### config.mk
export PLATFORM = sky130hd
export DESIGN_NAME = crc_framed_serial_receiver_flat
export DESIGN_NICKNAME = d
export VERILOG_FILES = /design/src/cfsr_pkg.sv /design/src/cfsr_byte_if.sv /design/src/cfsr_result_if.sv /design/src/crc_framed_serial_receiver.sv /design/src/cfsr_out_buf.sv /design/src/flat_wrapper.sv
export SDC_FILE = /design/constraint.sdc
export NUM_CORES = 1
export LEC_CHECK = 0
export ABC_AREA = 1
export BUFFER_PORTS_ARGS = -buffer_cell sky130_fd_sc_hd__buf_4
export CORE_ASPECT_RATIO = 1.25
export CORE_UTILIZATION = 30
export CTS_CLUSTER_DIAMETER = 30
export DETAILED_ROUTE_END_ITERATION = 8
export MAX_ROUTING_LAYER = met4
export SYNTH_ARGS = -nofsm -noshare
export SYNTH_HDL_FRONTEND = slang
export SYNTH_SLANG_ARGS = --single-unit
### constraint.sdc
create_clock -name clk -period 6.1 [get_ports clk]
set_input_delay 1.22 -clock clk [delete_from_list [all_inputs] [get_ports clk]]
set_output_delay 1.22 -clock clk [all_outputs]
set_load 0.05 [all_outputs]
### src/cfsr_pkg.sv
package cfsr_pkg;

  localparam logic [7:0]  START_BYTE_RESET = 8'hE7;
  localparam logic [15:0] CRC_POLY         = 16'h1021;
  localparam logic [7:0]  VERSION_MASK     = 8'h07;
  localparam int          FLAG_BIT         = 7;

  typedef struct packed {
    logic [7:0] data_byte;
    logic       in_frame;
    logic [8:0] position;
    logic       frame_end;
    logic       crc_ok;
    logic [7:0] msg_type;
    logic [7:0] seq_num;
    logic [2:0] version;
    logic       flag_high;
  } result_t;

  // CRC-16 update by one byte, MSB first, no reflection.
  function automatic logic [15:0] crc16_byte(input logic [15:0] crc, input logic [7:0] b);
    logic [15:0] c;
    c = crc ^ {b, 8'h00};
    for (int k = 0; k < 8; k++) begin
      if (c[15]) begin
        c = {c[14:0], 1'b0} ^ CRC_POLY;
      end else begin
        c = {c[14:0], 1'b0};
      end
    end
    return c;
  endfunction

endpackage

### src/cfsr_byte_if.sv
interface cfsr_byte_if;
  import cfsr_pkg::*;

  logic       valid;
  logic       ready;
  logic [7:0] rx_byte;

  modport source (output valid, output rx_byte, input ready);
  modport sink (input valid, input rx_byte, output ready);
endinterface

### src/cfsr_result_if.sv
interface cfsr_result_if;
  import cfsr_pkg::*;

  logic       valid;
  logic       ready;
  logic [7:0] data_byte;
  logic       in_frame;
  logic [8:0] position;
  logic       frame_end;
  logic       crc_ok;
  logic [7:0] msg_type;
  logic [7:0] seq_num;
  logic [2:0] version;
  logic       flag_high;

  modport source (
    output valid, output data_byte, output in_frame, output position, output frame_end,
    output crc_ok, output msg_type, output seq_num, output version, output flag_high,
    input ready
  );
  modport sink (
    input valid, input data_byte, input in_frame, input position, input frame_end,
    input crc_ok, input msg_type, input seq_num, input version, input flag_high,
    output ready
  );
endinterface

### src/crc_framed_serial_receiver.sv
// Channel   Dir  Payload                                         Accepted when
// bytes     in   rx_byte[7:0]                                    valid && ready
// results   out  data_byte, in_frame, position, frame_end,       valid && ready
//                crc_ok, msg_type, seq_num, version, flag_high
// start_byte_we/start_byte_wdata: start byte register, written when we is high.
//
// One item per cycle while the skid entry is empty: each byte is parsed and its CRC
// updated by byte-wide logic in the cycle it is accepted, and its result is registered.
// An output register plus one skid entry decouple the sides; bytes are taken
// whenever the skid entry is empty, so a result stall holds the input only once
// both entries are full.
// Synchronous reset clears the parser to hunting, empties the buffer and sets
// the start byte to 0xE7.
module crc_framed_serial_receiver (
  input  logic                 clk,
  input  logic                 rst,
  input  logic                 start_byte_we,
  input  logic [7:0]           start_byte_wdata,
  cfsr_byte_if.sink            bytes,
  cfsr_result_if.source        results
);
  import cfsr_pkg::*;

  logic [7:0]  start_byte;
  logic [8:0]  byte_index;
  logic [8:0]  byte_index_next;
  logic [7:0]  frame_length;
  logic [7:0]  frame_length_next;
  logic [15:0] running_crc;
  logic [15:0] running_crc_next;
  logic [7:0]  previous_byte;
  logic [7:0]  previous_byte_next;
  logic [7:0]  version_byte;
  logic [7:0]  version_byte_next;
  logic [7:0]  type_byte;
  logic [7:0]  type_byte_next;
  logic [7:0]  sequence_byte;
  logic [7:0]  sequence_byte_next;

  logic [7:0]  b;
  logic        accept;
  logic        buf_ready;
  logic        is_end;
  logic [15:0] rx_crc;
  result_t     res;
  result_t     out_res;

  assign b      = bytes.rx_byte;
  assign accept = bytes.valid && buf_ready;
  assign bytes.ready = buf_ready;

  always_comb begin
    byte_index_next    = byte_index;
    frame_length_next  = frame_length;
    running_crc_next   = running_crc;
    previous_byte_next = previous_byte;
    version_byte_next  = version_byte;
    type_byte_next     = type_byte;
    sequence_byte_next = sequence_byte;
    res                = '0;
    res.data_byte      = b;
    is_end             = 1'b0;
    rx_crc             = '0;

    if (byte_index == 9'd0) begin
      if (b == start_byte) begin
        previous_byte_next = b;
        running_crc_next   = crc16_byte(16'h0000, b);
        byte_index_next    = 9'd1;
        res.in_frame       = 1'b1;
      end
    end else begin
      res.in_frame = 1'b1;
      res.position = byte_index;
      if (byte_index == 9'd1) begin
        frame_length_next = b;
        if (b == 8'd0) begin
          running_crc_next = 16'h0000;
        end else begin
          if (b >= 8'd2) begin
            running_crc_next = crc16_byte(running_crc, b);
          end
          previous_byte_next = b;
        end
        byte_index_next = 9'd2;
      end else begin
        if (byte_index == 9'd2) begin
          version_byte_next = b;
        end
        if (byte_index == 9'd3) begin
          type_byte_next = b;
        end
        if (byte_index == 9'd4) begin
          sequence_byte_next = b;
        end
        is_end = ({1'b0, byte_index} >= ({2'b00, frame_length} + 10'd1));
        if (frame_length == 8'd0) begin
          rx_crc = {previous_byte, 8'h00};
        end else begin
          rx_crc = {previous_byte, b};
        end
        if (is_end) begin
          res.frame_end   = 1'b1;
          res.crc_ok      = (running_crc == rx_crc);
          res.msg_type    = type_byte_next;
          res.seq_num     = sequence_byte_next;
          res.version     = 3'(version_byte_next & VERSION_MASK);
          res.flag_high   = version_byte_next[FLAG_BIT];
          byte_index_next = 9'd0;
        end else begin
          if ({1'b0, byte_index} < {2'b00, frame_length}) begin
            running_crc_next = crc16_byte(running_crc, b);
          end
          previous_byte_next = b;
          byte_index_next    = byte_index + 9'd1;
        end
      end
    end
  end

  always_ff @(posedge clk) begin
    if (rst) begin
      start_byte    <= START_BYTE_RESET;
      byte_index    <= '0;
      frame_length  <= '0;
      running_crc   <= '0;
      previous_byte <= '0;
      version_byte  <= '0;
      type_byte     <= '0;
      sequence_byte <= '0;
    end else begin
      if (start_byte_we) begin
        start_byte <= start_byte_wdata;
      end
      if (accept) begin
        byte_index    <= byte_index_next;
        frame_length  <= frame_length_next;
        running_crc   <= running_crc_next;
        previous_byte <= previous_byte_next;
        version_byte  <= version_byte_next;
        type_byte     <= type_byte_next;
        sequence_byte <= sequence_byte_next;
      end
    end
  end

  cfsr_out_buf u_out_buf (
    .clk        (clk),
    .rst        (rst),
    .push_valid (bytes.valid),
    .push_ready (buf_ready),
    .push_data  (res),
    .pop_valid  (results.valid),
    .pop_ready  (results.ready),
    .pop_data   (out_res)
  );

  assign results.data_byte = out_res.data_byte;
  assign results.in_frame  = out_res.in_frame;
  assign results.position  = out_res.position;
  assign results.frame_end = out_res.frame_end;
  assign results.crc_ok    = out_res.crc_ok;
  assign results.msg_type  = out_res.msg_type;
  assign results.seq_num   = out_res.seq_num;
  assign results.version   = out_res.version;
  assign results.flag_high = out_res.flag_high;

endmodule

### src/cfsr_out_buf.sv
module cfsr_out_buf (
  input  logic              clk,
  input  logic              rst,
  input  logic              push_valid,
  output logic              push_ready,
  input  cfsr_pkg::result_t push_data,
  output logic              pop_valid,
  input  logic              pop_ready,
  output cfsr_pkg::result_t pop_data
);
  import cfsr_pkg::*;

  logic    out_valid;
  result_t out_data;
  logic    skid_valid;
  result_t skid_data;
  logic    push;
  logic    pop;

  assign push_ready = !skid_valid;
  assign push       = push_valid && push_ready;
  assign pop        = out_valid && pop_ready;
  assign pop_valid  = out_valid;
  assign pop_data   = out_data;

  always_ff @(posedge clk) begin
    if (rst) begin
      out_valid  <= 1'b0;
      skid_valid <= 1'b0;
    end else if (push) begin
      if (!out_valid || pop) begin
        out_data  <= push_data;
        out_valid <= 1'b1;
      end else begin
        skid_data  <= push_data;
        skid_valid <= 1'b1;
      end
    end else if (pop) begin
      if (skid_valid) begin
        out_data   <= skid_data;
        skid_valid <= 1'b0;
      end else begin
        out_valid <= 1'b0;
      end
    end
  end

endmodule

### src/flat_wrapper.sv
// flat-port wrapper written by rule: the top's interface ports become plain ports
module crc_framed_serial_receiver_flat import cfsr_pkg::*;
  (clk, rst, start_byte_we, start_byte_wdata, bytes_valid, bytes_rx_byte, bytes_ready, results_valid, results_data_byte, results_in_frame, results_position, results_frame_end, results_crc_ok, results_msg_type, results_seq_num, results_version, results_flag_high, results_ready);
  cfsr_byte_if bytes_i ();
  cfsr_result_if results_i ();
  input  logic clk;
  input  logic rst;
  input  logic start_byte_we;
  input  logic [7:0] start_byte_wdata;
  input wire logic [$bits(bytes_i.valid)-1:0] bytes_valid;
  input wire logic [$bits(bytes_i.rx_byte)-1:0] bytes_rx_byte;
  output wire logic [$bits(bytes_i.ready)-1:0] bytes_ready;
  output wire logic [$bits(results_i.valid)-1:0] results_valid;
  output wire logic [$bits(results_i.data_byte)-1:0] results_data_byte;
  output wire logic [$bits(results_i.in_frame)-1:0] results_in_frame;
  output wire logic [$bits(results_i.position)-1:0] results_position;
  output wire logic [$bits(results_i.frame_end)-1:0] results_frame_end;
  output wire logic [$bits(results_i.crc_ok)-1:0] results_crc_ok;
  output wire logic [$bits(results_i.msg_type)-1:0] results_msg_type;
  output wire logic [$bits(results_i.seq_num)-1:0] results_seq_num;
  output wire logic [$bits(results_i.version)-1:0] results_version;
  output wire logic [$bits(results_i.flag_high)-1:0] results_flag_high;
  input wire logic [$bits(results_i.ready)-1:0] results_ready;
  assign bytes_i.valid = bytes_valid;
  assign bytes_i.rx_byte = bytes_rx_byte;
  assign bytes_ready = bytes_i.ready;
  assign results_valid = results_i.valid;
  assign results_data_byte = results_i.data_byte;
  assign results_in_frame = results_i.in_frame;
  assign results_position = results_i.position;
  assign results_frame_end = results_i.frame_end;
  assign results_crc_ok = results_i.crc_ok;
  assign results_msg_type = results_i.msg_type;
  assign results_seq_num = results_i.seq_num;
  assign results_version = results_i.version;
  assign results_flag_high = results_i.flag_high;
  assign results_i.ready = results_ready;
  crc_framed_serial_receiver u_core (.clk(clk), .rst(rst), .start_byte_we(start_byte_we), .start_byte_wdata(start_byte_wdata), .bytes(bytes_i), .results(results_i));
endmodule
==> impl_results.md <==
- Outcome: complete, no violations
- Synth Cell Area: 0.00782 mm^2
- Final Skew: 6.98 ps
- Post-Synthesis Net Count: 1019
- Drt wl/cell: 13.7 um
- Cell Count Post-Placement: 1327
- Post-Synth XOR/XNOR Area: 5.15%
- Slew headroom: 22.5%
- Cell Pwr Density: 259 mW/mm^2
- Clk slew on worst S/H paths: 70 ps
- Setup-failing EPs final: 0
- Synth Area per Inst: 8.02 um^2
- HP Class: flop to flop
- Largest area contributor in the synthesized netlist: edfxtp_1
- CTS H-tree lvls: 4
- Fin Hold WS: 476 ps
- Net Switching: 0.000617 W
- IO Count: 63
- CP most frequent cell: nor2_1
- Site Rows: 65
- Worst Tran Pin Value: 1160 ps
- Placed cell area: 0.00851 mm^2
- Final #Nets: 1055
- CP max FO: 25
- Max-slew violations: 0
- Synth top area share: 30.7%
- IO buf count: 62
- Diode count: 0
- Peak supply drop: 171 uV
- First-pass GRT wire length: 30700 um
- Synth top area cells: edfxtp_1, dfxtp_1, nand2_1, nor2_1, o21ai_0
- Largest stage delay, worst path: 410 ps
- Cts repair resizes: 0
- Grt ovf: 0
- Clock Tree Root: clkbuf_16
- Fraction of the mapped netlist area in simple logic gates: 25.5%
- Drt via density: 4.57
- Vias post-DR: 6209
- RSZ-0062 raised after global routing: false
- GPL Wtd Cong: 0.821
- Drt pass-1 iters: 7
- Comb pwr share: 9.5%
- Critical Path Start Type: flop
- Die width: 146 um
- WP buf/inv: 1
- Largest net degree at the start of global routing: 62
- Dpl hpwl: 12900 um
- Filler cell count: 2612
- Clock buffer depth: 2
- Drt total wl: 18600 um
- Post-synthesis compound-gate area fraction: 9.58%
- Mux contribution to synthesized area: 0%
- Final Core Density: 35.6%
- Max-cap violations: 0
- Pleak: 3.80 nW
- Clock Power Share: 43.5%
- Worst Setup End Kind: flop
- Area Overhead vs Synth: 16.0%
- Switching Share: 26.3%
- Flop pwr share: 47.0%
- Crit-path leading delay family: simple AND/OR/NAND/NOR gates
- Clk Latency, worst-skew pair: 430 ps
- Crit Path Category: flop to flop
- WP data required: 6470 ps
- Hold Buf Count CTS: 0
- Crit-path slowest cell: nor2_4
- Die height: 183 um
- Post-Syn Instances: 975
- Core ar.: 0.0255 mm^2
- Worst-path cell chain: inv_1 -> nor3_1 -> nand3_1 -> nor2_1 -> xor2_1 -> ha_1 -> nand2_1 -> nand2_1 -> a21oi_1 -> nand3_1 -> nand2_4 -> nand3_2 -> nor2_4 -> nor2_1 -> nor2_1
- Clock sink count: 151
- Critical path data arrival time: 3550 ps
- Post-route setup TNS: 0 ps
- Yosys warns: 0
- Initial Util: 30.7%
- Gr usage total: 15.2%
- Part of the cycle the worst path needs: 52.2%
- Postcts setup bufs: 0
- 1st-iter DRT viols: 408
- Final ANT Viol Nets: 0
- Initial antenna violation count: 0
- # DRC: 0
- Largest family of logic cells by synthesized area: simple AND/OR/NAND/NOR gates
- Pint: 0.00173 W
- CTS tree: done
- Share of layout cells above drive strength 1: 11.8%
- Layout Cells excl Fill: 1359
- Die area: 0.0267 mm^2
- Crit path time final: 3180 ps
- Flops & latches, synth: 151
- Distinct cells, synth: 37
- R2R setup slack: 2920 ps
- Number of CTS-inserted buffers: 17
- Fmax: 314 MHz
- Seq/Total Area, Yosys: 48.9%
- Vias in the first global route: 5890
- Synth Area in Adders: 3.68%
- Final Hold Vio Count: 0
- Final Instance Area: 0.00907 mm^2
cell type report:
class                           instances  area [um^2]  area share (%)
Clock buffer                           17          425            4.69
Clock inverter                         15          143            1.57
Inverter                               85          319            3.52
Multi-Input combinational cell        691         3460            38.1
Sequential cell                       151         3820            42.1
Tap cell                              335          419            4.62
Timing Repair Buffer                   65          488            5.38
power groups by stage:
stage	sequential [W]	combinational, W	clock, W
after global routing	0.00111	0.000245	0.00108
after CTS	0.00110	0.000225	0.00104
after detailed placement	0.00113	0.000224	0
after global placement	0.00113	0.000223	0
after floorplan	0.00117	0.000108	0
final	0.00110	0.000223	0.00102
worst register-to-register path: stages, from the launching register on:
cell and delay [ps]:
dfxtp_1 360, inv_1 100, nor3_1 330, nand3_1 190
nor2_1 170, xor2_1 190, ha_1 270, nand2_1 70
nand2_1 40, a21oi_1 120, nand3_1 210, nand2_4 330
nand3_2 140, nor2_4 410, nor2_1 100, nor2_1 110
kinds of logic after synthesis:
kind of cell	after synthesis
xor gates and xnor gates	46
adders and majority gates	23
and+or+nand+nor	475
buffers and inverters	133
DFF	151
AOI/OAI and AO/OA	147
metal layers:
layer	GRT usage, %	up-vias	part of all wire (%)
met5	-	-	0
met4	6.46	0	2.6
met3	2.53	41	3.9
met1	18.4	2788	45
li1	-	3221	-
met2	24.8	159	48
per-stage QoR:
stage,worst slack (ps),power (W)
3_5_place_dp,2680,0.00135
2_1_floorplan,2230,0.00128
5_1_grt,2550,0.00243
3_3_place_gp,2770,0.00135
4_1_cts,2860,0.00237
6_report,2920,0.00235
registers in the layout, summed over array words and instances, names as in the netlist:
name / flops
u_core.u_out_buf.skid_valid: 1
u_core.start_byte: 8
u_core.frame_length: 8
u_core.type_byte: 8
u_core.running_crc: 16
u_core.u_out_buf.skid_data: 40
u_core.version_byte: 4
u_core.byte_index: 9
u_core.previous_byte: 8
u_core.sequence_byte: 8
u_core.u_out_buf.pop_data: 40
u_core.u_out_buf.pop_valid: 1
cells in the final DEF, fill, tap and decap left out, types with 3 or more instances in the layout:
cell       count
nand2_1      241
nor2_1       145
o21ai_0       82
inv_1         81
edfxtp_1      80
dfxtp_1       71
buf_4         65
nand3_1       56
a21oi_1       56
xor2_1        24
ha_1          23
xnor2_1       22
clkbuf_16     17
nor3_1         7
nor2_4         5
inv_6          5
o21ai_1        4
clkinv_2       4
inv_2          3
nor2_2         3
nand4_1        3
nand3b_1       3
nand2_2        3
clkinv_4       3
synthesized netlist by cell type, drive strengths merged:
| master | instances |
|---|---|
| nand2 | 245 |
| edfxtp | 80 |
| ha | 23 |
| or2 | 1 |
| nand3b | 3 |
| o21bai | 1 |
| inv | 84 |
| xor2 | 24 |
| clkbuf | 29 |
| o21ai | 87 |
| nor2b | 1 |
| dfxtp | 71 |
| nand4 | 3 |
| clkinv | 1 |
| a21oi | 56 |
| nor2 | 155 |
| nor3 | 7 |
| xnor2 | 22 |
| nand3 | 59 |
| o22ai | 1 |
| buf | 19 |
| a31o | 1 |
| o21a | 1 |
| nor3b | 1 |
final timing paths:
path	end	from	cells after the start
worst min-delay path	u_core.previous_byte[0]$_SDFFE_PP0P_	u_core.previous_byte[0]$_SDFFE_PP0P_	2
worst min register to register	u_core.previous_byte[0]$_SDFFE_PP0P_	u_core.previous_byte[0]$_SDFFE_PP0P_	2
worst max register to register	u_core.running_crc[15]$_SDFFE_PP0P_	u_core.frame_length[0]$_SDFFE_PP0P_	15
worst max-delay path	u_core.running_crc[15]$_SDFFE_PP0P_	u_core.frame_length[0]$_SDFFE_PP0P_	15
(Power assumes the default switching activity.)
